$ cat src/rtl/core/url_percent_decoder_unit_macros.svh
// Assertion macros used by the URL percent decoder RTL.
`ifndef URL_PERCENT_DECODER_UNIT_MACROS_SVH
`define URL_PERCENT_DECODER_UNIT_MACROS_SVH

`ifndef SYNTHESIS

// Antecedent in one cycle implies the consequent in the same cycle.
`define UPD_ASSERT_NOW(label, clk, rst_n, ante, cons) \
	label: assert property (@(posedge clk) disable iff (!rst_n) (ante) |-> (cons)) \
		else $error("assertion failed");

// Antecedent in one cycle implies the consequent in the next cycle.
`define UPD_ASSERT_NEXT(label, clk, rst_n, ante, cons) \
	label: assert property (@(posedge clk) disable iff (!rst_n) (ante) |=> (cons)) \
		else $error("assertion failed");

`else

`define UPD_ASSERT_NOW(label, clk, rst_n, ante, cons)
`define UPD_ASSERT_NEXT(label, clk, rst_n, ante, cons)

`endif

`endif

$ cat src/rtl/core/upd_pkg.sv
`timescale 1ns / 1ps

package upd_pkg;

	// Character codes used by the decoder.
	localparam logic [7:0] ChPercent = 8'h25;
	localparam logic [7:0] ChPlus    = 8'h2B;
	localparam logic [7:0] ChSpace   = 8'h20;
	localparam logic [7:0] ChZero    = 8'h30;
	localparam logic [7:0] ChNine    = 8'h39;
	localparam logic [7:0] ChUpperA  = 8'h41;
	localparam logic [7:0] ChUpperZ  = 8'h5A;
	localparam logic [7:0] ChLowerA  = 8'h61;
	localparam logic [7:0] HexTen    = 8'd10;
	localparam logic [7:0] LetterOffset = ChLowerA - HexTen;

	// Position inside a percent escape.
	typedef enum logic [1:0] {
		PH_IDLE = 2'd0,
		PH_HIGH = 2'd1,
		PH_LOW  = 2'd2
	} upd_phase_t;

	// One result item plus a flag telling whether the step produces it.
	typedef struct packed {
		logic       emit;
		logic [7:0] out_byte;
		logic       has_byte;
		logic       end_of_string;
	} upd_result_t;

	// Hex digit value with no validity check: letters fold to lower case first.
	function automatic logic [7:0] digit_value(input logic [7:0] c);
		logic [7:0] lc;
		lc = c;
		if (c >= ChUpperA && c <= ChUpperZ) begin
			lc = c | 8'h20;
		end
		if (c >= ChZero && c <= ChNine) begin
			return c - ChZero;
		end
		return lc - LetterOffset;
	endfunction

	// Ordinary byte mapping: a plus sign decodes to a space.
	function automatic logic [7:0] plain_byte(input logic [7:0] c);
		return (c == ChPlus) ? ChSpace : c;
	endfunction

endpackage

$ cat src/rtl/core/upd_decode.sv
`timescale 1ns / 1ps

module upd_decode (
	input  upd_pkg::upd_phase_t  phase,
	input  logic [3:0]           held,
	input  logic [7:0]           in_byte,
	input  logic                 last,
	output upd_pkg::upd_result_t res,
	output upd_pkg::upd_phase_t  next_phase,
	output logic [3:0]           next_held
);

	logic [7:0] dv;

	// Value of the current byte taken as a hex digit.
	assign dv = upd_pkg::digit_value(in_byte);

	// Escape sequencing and result formation for one item.
	always_comb begin
		res        = '0;
		next_phase = upd_pkg::PH_IDLE;
		next_held  = held;
		case (phase)
			upd_pkg::PH_HIGH: begin
				if (last) begin
					// The string ended inside the escape: drop the percent sign
					// and treat this byte as ordinary, dropping a second percent.
					res.emit          = 1'b1;
					res.end_of_string = 1'b1;
					if (in_byte != upd_pkg::ChPercent) begin
						res.has_byte = 1'b1;
						res.out_byte = upd_pkg::plain_byte(in_byte);
					end
				end else begin
					next_held  = dv[3:0];
					next_phase = upd_pkg::PH_LOW;
				end
			end
			upd_pkg::PH_LOW: begin
				res.emit          = 1'b1;
				res.has_byte      = 1'b1;
				res.out_byte      = {held, 4'b0000} | dv;
				res.end_of_string = last;
			end
			default: begin
				if (in_byte == upd_pkg::ChPercent) begin
					if (last) begin
						res.emit          = 1'b1;
						res.end_of_string = 1'b1;
					end else begin
						next_phase = upd_pkg::PH_HIGH;
					end
				end else begin
					res.emit          = 1'b1;
					res.has_byte      = 1'b1;
					res.out_byte      = upd_pkg::plain_byte(in_byte);
					res.end_of_string = last;
				end
			end
		endcase
	end

endmodule

$ cat src/rtl/core/url_percent_decoder_unit.sv
`timescale 1ns / 1ps
// URL percent decoder: takes one encoded byte per cycle, with the final byte of
// a string flagged by last, and gives at most one decoded item per input item.
// A plus sign becomes a space, a percent sign and the two following bytes
// become one byte, and the final byte always yields an item with end_of_string
// set (has_byte low when only a dropped percent sign remains). An item is
// accepted every cycle while the output side keeps up. An accepted item is
// decoded in the input register, and its result is loaded into the result
// register as the item advances; the result is then offered until it is taken.
// Items that close no byte (a percent sign or a high digit) only advance the
// escape state and never wait on the output side.

`include "url_percent_decoder_unit_macros.svh"

module url_percent_decoder_unit (
	input  logic       clk,
	input  logic       arst_n,
	input  logic       in_valid,
	output logic       in_stall,
	input  logic [7:0] in_byte,
	input  logic       last,
	output logic       out_valid,
	input  logic       out_stall,
	output logic [7:0] out_byte,
	output logic       has_byte,
	output logic       end_of_string
);

	logic                 valid_s1;
	logic [7:0]           byte_s1;
	logic                 last_s1;
	upd_pkg::upd_phase_t  phase_q;
	logic [3:0]           held_q;
	upd_pkg::upd_result_t res;
	upd_pkg::upd_phase_t  next_phase;
	logic [3:0]           next_held;
	logic                 out_valid_q;
	logic [7:0]           out_byte_q;
	logic                 has_byte_q;
	logic                 end_q;
	logic                 out_free;
	logic                 advance;

	// The result register is free when empty or being taken this cycle.
	assign out_free = !out_valid_q || !out_stall;
	assign advance  = valid_s1 && (out_free || !res.emit);
	assign in_stall = valid_s1 && !advance;

	// Input register.
	always_ff @(posedge clk or negedge arst_n) begin
		if (!arst_n) begin
			valid_s1 <= 1'b0;
		end else if (!in_stall) begin
			valid_s1 <= in_valid;
		end
	end

	always_ff @(posedge clk) begin
		if (!in_stall && in_valid) begin
			byte_s1 <= in_byte;
			last_s1 <= last;
		end
	end

	upd_decode u_decode (
		.phase      (phase_q),
		.held       (held_q),
		.in_byte    (byte_s1),
		.last       (last_s1),
		.res        (res),
		.next_phase (next_phase),
		.next_held  (next_held)
	);

	// Escape state advances as each item leaves the input register.
	always_ff @(posedge clk or negedge arst_n) begin
		if (!arst_n) begin
			phase_q <= upd_pkg::PH_IDLE;
			held_q  <= 4'h0;
		end else if (advance) begin
			phase_q <= next_phase;
			held_q  <= next_held;
		end
	end

	// Result register.
	always_ff @(posedge clk or negedge arst_n) begin
		if (!arst_n) begin
			out_valid_q <= 1'b0;
		end else if (out_free) begin
			out_valid_q <= advance && res.emit;
		end
	end

	always_ff @(posedge clk) begin
		if (advance && res.emit) begin
			out_byte_q <= res.out_byte;
			has_byte_q <= res.has_byte;
			end_q      <= res.end_of_string;
		end
	end

	assign out_valid     = out_valid_q;
	assign out_byte      = out_byte_q;
	assign has_byte      = has_byte_q;
	assign end_of_string = end_q;

	// A stall toward the source only happens while an item is held.
	`UPD_ASSERT_NOW(a_stall_holds_item, clk, arst_n, in_stall, valid_s1)
	// The final byte of a string leaves the escape state idle.
	`UPD_ASSERT_NEXT(a_last_resets_phase, clk, arst_n, advance && last_s1,
		phase_q == upd_pkg::PH_IDLE)
	// The final byte of a string always yields an end-of-string item.
	`UPD_ASSERT_NEXT(a_last_gives_end, clk, arst_n, advance && last_s1,
		out_valid_q && end_q)

endmodule

$ cat config.mk
export PLATFORM = sky130hd
export DESIGN_NAME = url_percent_decoder_unit
export DESIGN_NICKNAME = d
export VERILOG_FILES = /design/src/rtl/core/upd_pkg.sv /design/src/rtl/core/upd_decode.sv /design/src/rtl/core/url_percent_decoder_unit.sv
export VERILOG_INCLUDE_DIRS = /design/src /design/src/rtl/core
export SDC_FILE = /design/constraint.sdc
export NUM_CORES = 1
export LEC_CHECK = 0
export ABC_AREA = 1
export BUFFER_PORTS_ARGS = -buffer_cell sky130_fd_sc_hd__buf_2
export CORE_MARGIN = 5
export CORE_UTILIZATION = 31
export CTS_CLUSTER_DIAMETER = 120
export DETAILED_ROUTE_END_ITERATION = 6
export PLACE_DENSITY_LB_ADDON = 0.08
export REMOVE_ABC_BUFFERS = 1
export SLEW_MARGIN = 25
export SYNTH_ARGS = -nofsm -noshare
export SYNTH_HDL_FRONTEND = slang
export SYNTH_SLANG_ARGS = --single-unit
$ cat constraint.sdc
create_clock -name clk -period 3.6 [get_ports clk]
set_clock_uncertainty 0.05 [all_clocks]
set_input_delay 0.18 -clock clk [delete_from_list [all_inputs] [get_ports clk]]
set_output_delay 0.18 -clock clk [all_outputs]
set_load 0.02 [all_outputs]
; ---- After elaboration in Yosys (flattened, before gate mapping)
; Index checks and enable logic that the tools add are counted.
[totals]
in_bits = 13
ff_bits = 27
[op_classes]
n_lt_le_gt_ge = 4
eq_ne = 5
add_sub_neg = 2
bitwise = 2
n_reduce_logical = 14
n_mux = 16
[ops]
columns = operator, n
row1 = $mux 8, 3
row2 = $pmux 11 s2, 1
row3 = $mux 9, 2
row4 = $eq 8x6->1 const B, 2
row5 = $mux 11, 1
row6 = $ge 8x6->1 const B, 1
row7 = $ge 8x7->1 const B, 1
row8 = $le 8x6->1 const B, 1
row9 = $le 8x7->1 const B, 1
row10 = $ne 8x6->1 const B, 1
row11 = $or 8x8->8, 1
row12 = $sub 8x6->8 const B, 1
row13 = $sub 8x7->8 const B, 1
row14 = $logic_and 1x1->1, 6
row15 = $mux 6, 1
row16 = $logic_not 1->1, 5
row17 = $mux 1, 5
row18 = $mux 2, 2
row19 = $pmux 2 s2, 1
row20 = $reduce_and 3->1, 1
row21 = $eq 2x1->1 const B, 1
row22 = $eq 2x2->1 const B, 1
row23 = $logic_or 1x1->1, 2
row24 = $not 1->1, 1

; ---- Longest topological paths before layout
[depth]
word_depth = 14
depth_mapped = 16

; ---- By module
; Synthesis repeated with hierarchy kept, for this count alone.
[hier_totals]
cells_unflattened = 189
hier_area_um2 = 1640.3
[by_module_without_submodules]
columns = module, cells_each, n_inst, seq_area_each_um2, area_each_um2
row1 = url_percent_decoder_unit, 57, 1, 770.7, 920.9
row2 = upd_decode, 132, 1, 0.0, 719.4

; ---- Worst setup path after synthesis
; OpenSTA, ideal clock, no wires.
[synth_timing]
path_type = register to register
startpoint = register phase_q[0]
endpoint = register byte_s1[0], enable pin
path_stages_with_launch = 11
t_arrival_ps = 1549
setup_slack_ps = 1672
path_buffers = 0
cell_sequence = dfrtp_1 -> inv_1 -> ha_1 -> inv_1 -> nand2_1 -> nor2_1 -> inv_1 -> nand4_4 -> or2_4 -> nand2_1 -> inv_1
[synth_between]
elab_chain_cells = 9
word_cells_on_any_way = 10
[synth_rtl]
columns = element, line
row1 = start: declaration, url_percent_decoder_unit.sv:32  ; upd_pkg::upd_phase_t phase_q;
row2 = start signal: assignment, url_percent_decoder_unit.sv:78  ; phase_q <= upd_pkg::PH_IDLE;
row3 = start signal: assignment, url_percent_decoder_unit.sv:81  ; phase_q <= next_phase;
row4 = $eq 2x2->1 / $eq 2x1->1 (equally long branches), upd_decode.sv:23  ; case (phase)
row5 = $pmux 11 s2 *, upd_decode.sv:23
row6 = $logic_not 1->1 *, url_percent_decoder_unit.sv:46  ; assign advance = valid_s1 && (out_free || !res.emit);
row7 = $logic_or 1x1->1 *, url_percent_decoder_unit.sv:46
row8 = $logic_and 1x1->1 *, url_percent_decoder_unit.sv:46
row9 = $logic_not 1->1 *, url_percent_decoder_unit.sv:47  ; assign in_stall = valid_s1 && !advance;
row10 = $logic_and 1x1->1 *, url_percent_decoder_unit.sv:47
row11 = $logic_not 1->1 *, url_percent_decoder_unit.sv:59  ; if (!in_stall && in_valid) begin
row12 = $logic_and 1x1->1 *, url_percent_decoder_unit.sv:59
row13 = end signal: assignment, url_percent_decoder_unit.sv:60  ; byte_s1 <= in_byte;
row14 = end: declaration, url_percent_decoder_unit.sv:30  ; logic [7:0] byte_s1;
; Mark *: on every way between the ends. The rest lies on a longest branch, timed or not.
; A chain may end at the register's enable or synchronous reset.

; ---- Worst setup path in the final report
[layout_timing]
startpoint = register phase_q[0]
endpoint = output port in_stall
[layout_between]
elab_chain_cells = 7
word_cells_on_any_way = 8
[layout_rtl]
columns = element, line
row1 = $eq 2x2->1 / $eq 2x1->1 (equally long branches), upd_decode.sv:23
row2 = $pmux 11 s2 *, upd_decode.sv:23
row3 = $logic_not 1->1 *, url_percent_decoder_unit.sv:46
row4 = $logic_or 1x1->1 *, url_percent_decoder_unit.sv:46
row5 = $logic_and 1x1->1 *, url_percent_decoder_unit.sv:46
row6 = $logic_not 1->1 *, url_percent_decoder_unit.sv:47
row7 = $logic_and 1x1->1 *, url_percent_decoder_unit.sv:47
row8 = end: declaration, url_percent_decoder_unit.sv:19  ; output logic in_stall,
; Marked as above.

==> impl_metrics.toml <==
[outcome]
outcome = "complete, no violations"

[synth]
synth-seq-cells = 27
netlist_area_mm2 = 0.001589
synth.cells.most_frequent = "50 x nand2_1, 32 x inv_1, 19 x edfxtp_1"
ys_types = 24
synth_edf_count = 19
async_flop_share_pct = 29.63
synthDominantCellAreaShare_pct = 35.91
synth_most_common_cell = "nand2_1"
syn_avg_cell_area_um2 = 8.927
ys_warn_count = 0
synth_top_area_cell = "edfxtp_1"
yosys-top-cells-area = "edfxtp_1 36%, dfrtp_1 13%, nand2_1 12%"
ys_seq_area_share_pct = 48.50
ys.flop_type = "edfxtp_1"
postSynthCellCount = 178

[timing]
report.final.slew_viol_count = 0
fin_crit_ps = 2238
max_slew.worst_pin.slew_ps = 398.1
hold_ws_ps = 24.54
maxSlewHeadroom_pct = 73.43
hold_viol = 0
timing.final.crit_share_pct = 62.17
setup-tns-final_ps = 0
rsz0062_at_grt = "false"
fmax_ghz = 0.4468
setup_violations = 0

[floorplanning]
core_area_mm2 = 0.005042
io_pins = 25
rows = 26
die-area_mm2 = 0.006658
initial_core_util_pct = 31.51
die_height_um = 81.60
dieWidth_um = 81.60

[clocking]
clk_latency_ps = 270
cts_buffers = 3
clk_root_buffer_cell = "clkbuf_8"
cts_resized = 0
cts_tree = "done"
clock_sinks = 27
clk_path_buf_depth = 2
htree_levels = 1
cts.clk_slew.worst_paths_ps = 90

[critical_path]
cp_common_cell = "inv_1"
cp_data_arrival_time_ps = 2010
cp_top_family = "simple AND/OR/NAND/NOR gates"
rr_startpoint = "byte_s1[1]"
path_max_fanout = 4
crit_type = "reg -> out"
rrSetupSlack_ps = 1430
rr_endpoint = "byte_s1[1]"
cp_data_required_time_ps = 3370
path_cells = "inv_1 > ha_1 > inv_1 > nand2_1 > nor2_1 > inv_1 > nand4_4 > or2_4 > inv_1 > buf_2"
max_stage_delay_ps = 390
cp-start-kind = "register"
ff2ff_path_depth = 9
critPathBufInv = 5
slowest_stage = "dfrtp_1"
crit_path_start = "phase_q[0]"
endpoint_kind = "output pin"

[finish]
fill_cells = 527
diodes = 0
nets = 231
syn_to_final_growth_pct = 16.06
drive_gt1_share_pct = 17.96
final_area_mm2 = 0.001844
finalCoreUtilization_pct = 36.58

[place]
gp_congestion = 0.8871
port_buffers = 24
dp_hpwl_mm = 2.559
placed_area_mm2 = 0.001789

[min_path]
holdPathEnd = "last_s1"
whs_path_depth = 1
hold_start = "last"
min_path_type = "in -> reg"

[route]
finalWirelength_mm = 3.213
drt-initial-drc-count = 89
via_count = 1197
drt_pass1_iterations = 4
ant_nets = 0
drc = 0
viasPerCell = 4.337
wl_per_cell_um = 11.64

[grt]
grt_pass1_vias = 1148
grt_max_degree = 15
antenna_found_initial = 0
grt_usage_pct = 10.36
grt_pass1_wl_mm = 5.306
grt-ovfl-total = 0

[power]
max-vdd-ir-drop_mv = 0.1295
powerDensity_mw_per_mm2 = 401.4
leakage_nw = 0.8870

[flow_run]
max_cap_violations = 0
## worst max path at each step
stage | end | cells after the start
floorplan | byte_s1[0] | 10
global route | byte_s1[1] | 9
CTS | in_stall | 10
detailed placement | byte_s1[0] | 9
global placement | byte_s1[1] | 9
finish | in_stall | 10
## layer usage
layer	track usage, %	vias up	wire length (µm)
met5	0	-	0
met2	15.96	26	1389
met4	3.654	0	62
li1	-	632	-
met3	1.864	7	158
met1	14.56	532	1601
## area by class of cell
| cell class | instances | area, µm² | area share (%) |
|---|---|---|---|
| clock buffers | 4 | 45.04 | 2.442 |
| inverters | 33 | 123.9 | 6.716 |
| flip-flops and latches | 27 | 770.7 | 41.79 |
| multi-input cells | 117 | 686.9 | 37.25 |
| repair buffers | 25 | 130.1 | 7.056 |
| well taps | 70 | 87.58 | 4.749 |
## registers in the layout (all words and copies together) (netlist names)
name,count
byte_s1,8
out_byte,8
held_q,4
phase_q,2
end_of_string,1
has_byte,1
last_s1,1
out_valid,1
valid_s1,1
## cell families after synthesis
family | count (synthesis) | synth area share [%]
xor gates and xnor gates | 3 | 1.654
adders and majority gates | 11 | 8.661
buffers and inverters | 34 | 8.268
and+or+nand+nor | 81 | 24.49
AOI/OAI and AO/OA | 22 | 8.426
DFF | 27 | 48.50
## what timing repair did
item	CTS	global route
hold endpoints to repair	8	0
hold buffers	1	0
setup buffers	0	0
## power by group
| group | internal [mW] | switching, mW |
|---|---|---|
| sequential | 0.377 | 0.0262 |
| combinational | 0.0567 | 0.107 |
| clock | 0.0793 | 0.0946 |
| total | 0.513 | 0.228 |
## layout by cell type, fill, tap and decap left out
cell type,synthesis,final
buf_2,0,24
o21ai_0,6,6
xor2_1,3,3
edfxtp_1,19,19
nand4_4,2,2
inv_2,1,1
nor2_1,11,11
clkbuf_8,0,3
a21oi_4,1,1
o32ai_1,3,3
nand3_2,1,1
clkbuf_1,0,1
nand4_1,2,2
o22ai_1,1,1
nand3_4,1,1
o21ai_1,6,6
dlygate4sd3_1,0,1
or2_4,1,1
nand2_1,50,50
dfrtp_1,8,8
inv_1,32,32
nand3_1,8,8
nor2_2,1,1
nor3_1,2,2
a21oi_1,5,5
nand2_2,2,2
ha_1,11,11
## through the flow
stage / cells / power [mW] / setup slack, ps
after floorplan: 177 / 0.5197 / 1672
after global placement: 271 / 0.5750 / 1450
after detailed placement: 271 / 0.5743 / 1406
after CTS: 276 / 0.7545 / 1350
after global routing: 276 / 0.7870 / 1218
final: 276 / 0.7403 / 1362
Note: power is estimated with default switching activity, not from simulation.
